File: config.mk
export PLATFORM = sky130hd
export DESIGN_NAME = fci_cmd
export DESIGN_NICKNAME = d
export VERILOG_FILES = /design/src/fci_pkg.sv /design/src/fci_cmd.sv
export SDC_FILE = /design/constraint.sdc
export NUM_CORES = 1
export LEC_CHECK = 0
export ABC_AREA = 1
export BUFFER_PORTS_ARGS = -buffer_cell sky130_fd_sc_hd__buf_2
export CAP_MARGIN = 10
export CORE_MARGIN = 2
export CORE_UTILIZATION = 44
export CTS_CLUSTER_SIZE = 30
export DETAILED_ROUTE_END_ITERATION = 8
export PLACE_DENSITY = 0.88
export SYNTH_ARGS = -nofsm -noshare
export SYNTH_HDL_FRONTEND = slang
export SYNTH_SLANG_ARGS = --single-unit
File: constraint.sdc
create_clock -name clk_i -period 4.1 [get_ports clk_i]
set_clock_uncertainty 0.2 [all_clocks]
set_input_delay 0.82 -clock clk_i [delete_from_list [all_inputs] [get_ports clk_i]]
set_output_delay 0.82 -clock clk_i [all_outputs]
set_load 0.01 [all_outputs]
File: src/fci_pkg.sv
// Shared types and constants of the flash command interface.
package fci_pkg;

  localparam int unsigned FieldAddrBits = 19;
  localparam int unsigned ByteBits      = 8;
  localparam int unsigned CfgIdxBits    = 2;

  localparam logic [ByteBits-1:0] CmdUnlock1 = 8'hAA;
  localparam logic [ByteBits-1:0] CmdUnlock2 = 8'h55;
  localparam logic [ByteBits-1:0] CmdReset   = 8'hF0;
  localparam logic [ByteBits-1:0] CmdAutosel = 8'h90;
  localparam logic [ByteBits-1:0] CmdProgram = 8'hA0;
  localparam logic [ByteBits-1:0] IdManuf    = 8'h01;
  localparam logic [ByteBits-1:0] IdDevice   = 8'hA4;
  localparam logic [ByteBits-1:0] IdZero     = 8'h00;
  localparam logic [ByteBits-1:0] ErasedByte = 8'hFF;

  localparam logic [ByteBits-1:0] IdAddrManuf  = 8'h00;
  localparam logic [ByteBits-1:0] IdAddrDevice = 8'h01;
  localparam logic [ByteBits-1:0] IdAddrZero   = 8'h02;

  localparam logic [FieldAddrBits-1:0] MaskReset   = 19'h007FF;
  localparam logic [FieldAddrBits-1:0] FirstReset  = 19'h00555;
  localparam logic [FieldAddrBits-1:0] SecondReset = 19'h002AA;

  typedef enum logic [1:0] {
    REQ_READ  = 2'd0,
    REQ_WRITE = 2'd1,
    REQ_LOAD  = 2'd2,
    REQ_NONE  = 2'd3
  } req_e;

  typedef enum logic [CfgIdxBits-1:0] {
    CFG_MASK   = 2'd0,
    CFG_FIRST  = 2'd1,
    CFG_SECOND = 2'd2,
    CFG_UNUSED = 2'd3
  } cfg_idx_e;

  typedef enum logic [2:0] {
    MODE_READ    = 3'd0,
    MODE_UNLOCK1 = 3'd1,
    MODE_UNLOCK2 = 3'd2,
    MODE_AUTOSEL = 3'd3,
    MODE_PROGRAM = 3'd4,
    MODE_PROGERR = 3'd5
  } mode_e;

  typedef enum logic [1:0] {
    ST_CLEAR,
    ST_IDLE,
    ST_EXEC
  } state_e;

  typedef struct packed {
    logic [FieldAddrBits-1:0] mask;
    logic [FieldAddrBits-1:0] first;
    logic [FieldAddrBits-1:0] second;
  } cfg_t;

  typedef struct packed {
    mode_e                mode_next;
    logic                 failed;
    logic                 prog_we;
    logic [ByteBits-1:0]  prog_byte;
  } cmd_res_t;

endpackage

File: src/fci_cmd.sv
// Command sequencer: mode registers and the unlock and program decoder.
module fci_cmd import fci_pkg::*; (
  input  logic                     clk_i,
  input  logic                     rst_ni,
  input  logic                     step_i,
  input  cfg_t                     cfg_i,
  input  logic [FieldAddrBits-1:0] address_i,
  input  logic [ByteBits-1:0]      data_i,
  input  logic [ByteBits-1:0]      stored_i,
  output mode_e                    mode_o,
  output cmd_res_t                 res_o
);

  mode_e mode_q, mode_d;
  logic  base_as_q, base_as_d;
  logic  hit_first, hit_second;
  mode_e base_mode;
  logic [ByteBits-1:0] anded;

  assign hit_first  = (address_i & cfg_i.mask) == cfg_i.first;
  assign hit_second = (address_i & cfg_i.mask) == cfg_i.second;
  assign base_mode  = base_as_q ? MODE_AUTOSEL : MODE_READ;
  assign anded      = stored_i & data_i;

  always_comb begin
    mode_d    = mode_q;
    base_as_d = base_as_q;
    unique case (mode_q)
      MODE_READ: begin
        if (hit_first && data_i == CmdUnlock1) mode_d = MODE_UNLOCK1;
      end
      MODE_UNLOCK1: begin
        if (hit_second && data_i == CmdUnlock2) mode_d = MODE_UNLOCK2;
        else mode_d = base_mode;
      end
      MODE_UNLOCK2: begin
        if (hit_first && data_i == CmdReset) begin
          mode_d    = MODE_READ;
          base_as_d = 1'b0;
        end else if (hit_first && data_i == CmdAutosel) begin
          mode_d    = MODE_AUTOSEL;
          base_as_d = 1'b1;
        end else if (hit_first && data_i == CmdProgram) begin
          mode_d = MODE_PROGRAM;
        end else begin
          mode_d = base_mode;
        end
      end
      MODE_PROGRAM: begin
        if (anded != data_i) mode_d = MODE_PROGERR;
        else mode_d = base_mode;
      end
      MODE_AUTOSEL, MODE_PROGERR: begin
        if (hit_first && data_i == CmdUnlock1) begin
          mode_d = MODE_UNLOCK1;
        end else if (data_i == CmdReset) begin
          mode_d    = MODE_READ;
          base_as_d = 1'b0;
        end
      end
      default: mode_d = base_mode;
    endcase
  end

  always_ff @(posedge clk_i or negedge rst_ni) begin
    if (!rst_ni) begin
      mode_q    <= MODE_READ;
      base_as_q <= 1'b0;
    end else if (step_i) begin
      mode_q    <= mode_d;
      base_as_q <= base_as_d;
    end
  end

  assign mode_o          = mode_q;
  assign res_o.mode_next = mode_d;
  assign res_o.prog_we   = mode_q == MODE_PROGRAM;
  assign res_o.failed    = (mode_q == MODE_PROGRAM) && (anded != data_i);
  assign res_o.prog_byte = anded;

endmodule

# == Yosys cells after proc, flatten, opt, wreduce, memory -nomap -nowiden ==
# Cells that the tools add are included.
# op_classes
reduce_logical,10
bitwise,2
eq_ne,16
muxes,15
# ops
cell,count
19-bit equality test,2
"8-bit equality test, second input constant",4
3-bit 2-to-1 mux,7
19-bit bitwise AND,1
3-bit one-hot mux with 5 select lines,1
8-bit bitwise AND,1
"8-bit by 7-bit equality test with 1-bit output, second input constant",1
8-bit != test,1
"3-bit by 2-bit equality test with 1-bit output, second input constant",2
"3-bit equality test, second input constant",2
1-bit logical AND,6
5-bit AND reduction,1
1-bit 2-to-1 mux,4
2-bit 2-to-1 mux,2
"2-bit != test, second input constant",2
"3-bit by 1-bit equality test with 1-bit output, second input constant",1
3-bit zero test,1
"3-bit != test, second input constant",1
1-bit one-hot mux with 2 select lines,1
2-bit nonzero test,1
2-bit OR reduction,1
# word_totals
inputBits,95
out_inout_bits,16
elab_cells,45
regBits,4

# == Longest topological paths before layout ==
# logic_depth
word_depth,7
ltp_mapped,14
mapped_depth_nobuf,14

# == Least setup slack after synthesis ==
# Ideal clock, no wire load.
# synth_timing
path_type,input to output
from,in address_i[12]
to,out res_o[11] (netlist bit)
arrival_ns,1.701
setup_slack_ns,1.379
path_buffers,0
cell_stages,10
required_time_ns,3.080
path_cell_list,nand2_1 xor2_1 nor2_1 nand2_2 nor2_4 nand3_2 nand2_1 inv_1 nor2_2 nand3_2
# synth_rtl
element,line,text
from (decl),fci_cmd.sv:7,"input logic [FieldAddrBits-1:0] address_i,"
to (decl),fci_cmd.sv:11,output cmd_res_t res_o

==> run summary <==
Net Count, Synth: 383
Worst R2R End: mode_o[1]
Endpoints failing setup: 0
Num CTS Buffers: 3
CTS H-tree depth: 1
Max-slew violation count: 0
Post-synth top flop: dfrtp_1
Post-Route WL: 3990 um
Gr usage total: 22.2%
Post-synth EDFFs: 0
Placed instance area: 0.00202 sq mm
Initial Utilization: 46.5%
Synth area leader: nand2_1
Ys Warns: 0
Critical path arrival: 2030 ps
Register-to-register setup slack: 2420 ps
Register area: 100 sq um
Fin area: 0.00205 sq mm
CTS Buffer Depth: 2
Number of setup buffers added after CTS: 0
Die Wd: 60.8 um
Final Wtd Congestion: 0.821
Die Ht: 60.8 um
Synth Instances: 288
Area occupied by multi-input gates: 0.00112 sq mm
Vias in the first global route: 1784
Vias per std cell: 4.55
Most frequent cell after synthesis: nand2_1
Reg-to-reg startpoint: mode_o[2]
Max cap viols: 0
Largest net degree at the start of global routing: 8
Max FO, Critical Path: 5
Tmin final: 3050 ps
Cell Area, Synth: 0.00142 sq mm
Count of final hold-check violations: 0
Dominant cells by area after synthesis: nand2_1, inv_1, dfrtp_1
Post-DP HPWL: 3610 um
Synth Area per Inst: 4.93 sq um
CP endpoint kind: output pin
Sink Count: 4
Clock-pin slew of the registers on the worst-case setup and hold paths: 40 ps
TritonCTS clock tree: built
CTS root buf: clkbuf_4
Iter 0 DRT Violations: 88
Sequential element share of the synthesized area: 7.05%
Synth unique cells: 22
DR pass1 iterations: 4
I/O pin cnt: 111
Status: completed
Worst Hold Class: input pin to async pin
CTS Hold Bufs: 0
Nets: 498
Synth top area share: 33.9%
Pwr dens: 112 mW/mm^2
Leak: 1.38 nW
Tcrit/Tclk final: 74.3%
Setup tns final: 0 ps
Most frequent cells after synthesis: nand2_1, inv_1, nor2_1
Critical Path Sink: res_o[11]
Worst Path Required: 3080 ps
Placed cells: 442
Core region area: 0.00305 sq mm
Critical path origin: address_i[15]
# fillers: 324
Post-synth ARST share: 100%
FF+latch count, synth: 4
Maximum clock frequency: 328 MHz
Total power: 0.229 mW
Layout area overhead: 44.3%
DR vias: 2025
Die area: 0.00369 sq mm
DRC Markers: 0
Slew headroom: 79.9%
Routed wire length per instance: 8.96 um
Row count: 20
Diode count: 0
CP Class: input pin to output pin
IO buf count: 110
R2R cell count: 12
Post-DRT Antenna Nets: 0
PostCTS Resize Cnt: 0
Skew-Pair Late Insertion Delay: 230 ps
RSZ-0062 raised after global routing: no
Worst setup SP type: input pin
First-pass GRT wire length: 6510 um
Initial antenna violation count: 0
Layout cells sized above 1: 36.9%
VDD IR max: 0.0000483 V
Worst slew pin tran: 300 ps
Total grt overflow: 0
Finished Layout Cells: 445
[power by group]
part,internal [mW],switching (mW),total (mW)
registers,0.0409,0.00210,0.0430
clock network,0.0327,0.0161,0.0488
logic,0.0659,0.0714,0.137
[sequential cells by signal, summed over array words and instances, names as in the netlist]
signal,count
base_as_q,1
mode_o,3
[kinds of logic (layout without fill, tap and decap cells)]
family / count (synthesis) / after routing / share of synthesized area (%)
flops: 4 / 4 / 7.05
buf+inv: 53 / 166 / 14.0
compound gates: 8 / 8 / 3.17
simple gates: 213 / 213 / 69.6
xor+xnor: 10 / 10 / 6.17
[cells in the final DEF (no fill, tap or decap), drive strengths merged]
master  instances
nor3            3
dfrtp           4
or2             1
o22ai           4
buf           110
o21ai           3
nor2           33
nand3          24
xnor2           1
inv            53
nand3b         10
xor2            9
a21oi           1
clkbuf          3
nand2         136
nand4           6
[area by class of cell]
class                   instances  share of cell area (%)
inverters                      53                    9.72
clock buffers                   3                    1.10
well taps                      44                    2.69
flip-flops and latches          4                    4.89
multi-input cells             231                    54.7
repair buffers                110                    26.9
[metrics by stage]
stage          hold slack, ps  util, %  setup WS (ps)
2_1_floorplan             321        -           1380
3_3_place_gp              370     66.3           1060
3_5_place_dp              368     66.3           1040
4_1_cts                   183     67.0           1040
5_1_grt                   171     67.0            889
6_report                  181     67.0           1050
[metal layers]
layer | vias to the layer above | track usage, % | wire length, um
li1 | 1105 | - | -
met1 | 829 | 25.8 | 1640
met2 | 87 | 43.5 | 1990
met3 | 4 | 2.99 | 316
met4 | 0 | 3.42 | 34
met5 | - | 0 | 0
[critical path, stage by stage]
cell,delay (ps)
buf_2,100
nand2_2,80
inv_2,40
nand2_1,50
nand2_1,40
nor2_1,80
nand2_1,100
nor2_4,180
nand3_2,100
nand2_1,80
inv_2,40
nand2_2,80
nand3_2,80
buf_2,140
[how the worst min path moves through the flow]
stage          depth (start not counted)   endpoint  startpoint  slack [ps]
2_1_floorplan                          0  base_as_q      rst_ni         320
3_3_place_gp                           2  mode_o[0]   mode_o[0]         370
3_5_place_dp                           2  mode_o[0]   mode_o[0]         370
4_1_cts                                1  mode_o[0]      rst_ni         180
5_1_grt                                1  mode_o[0]      rst_ni         170
6_report                               1  base_as_q      rst_ni         180
No activity file was read; power rests on OpenSTA's default activity.
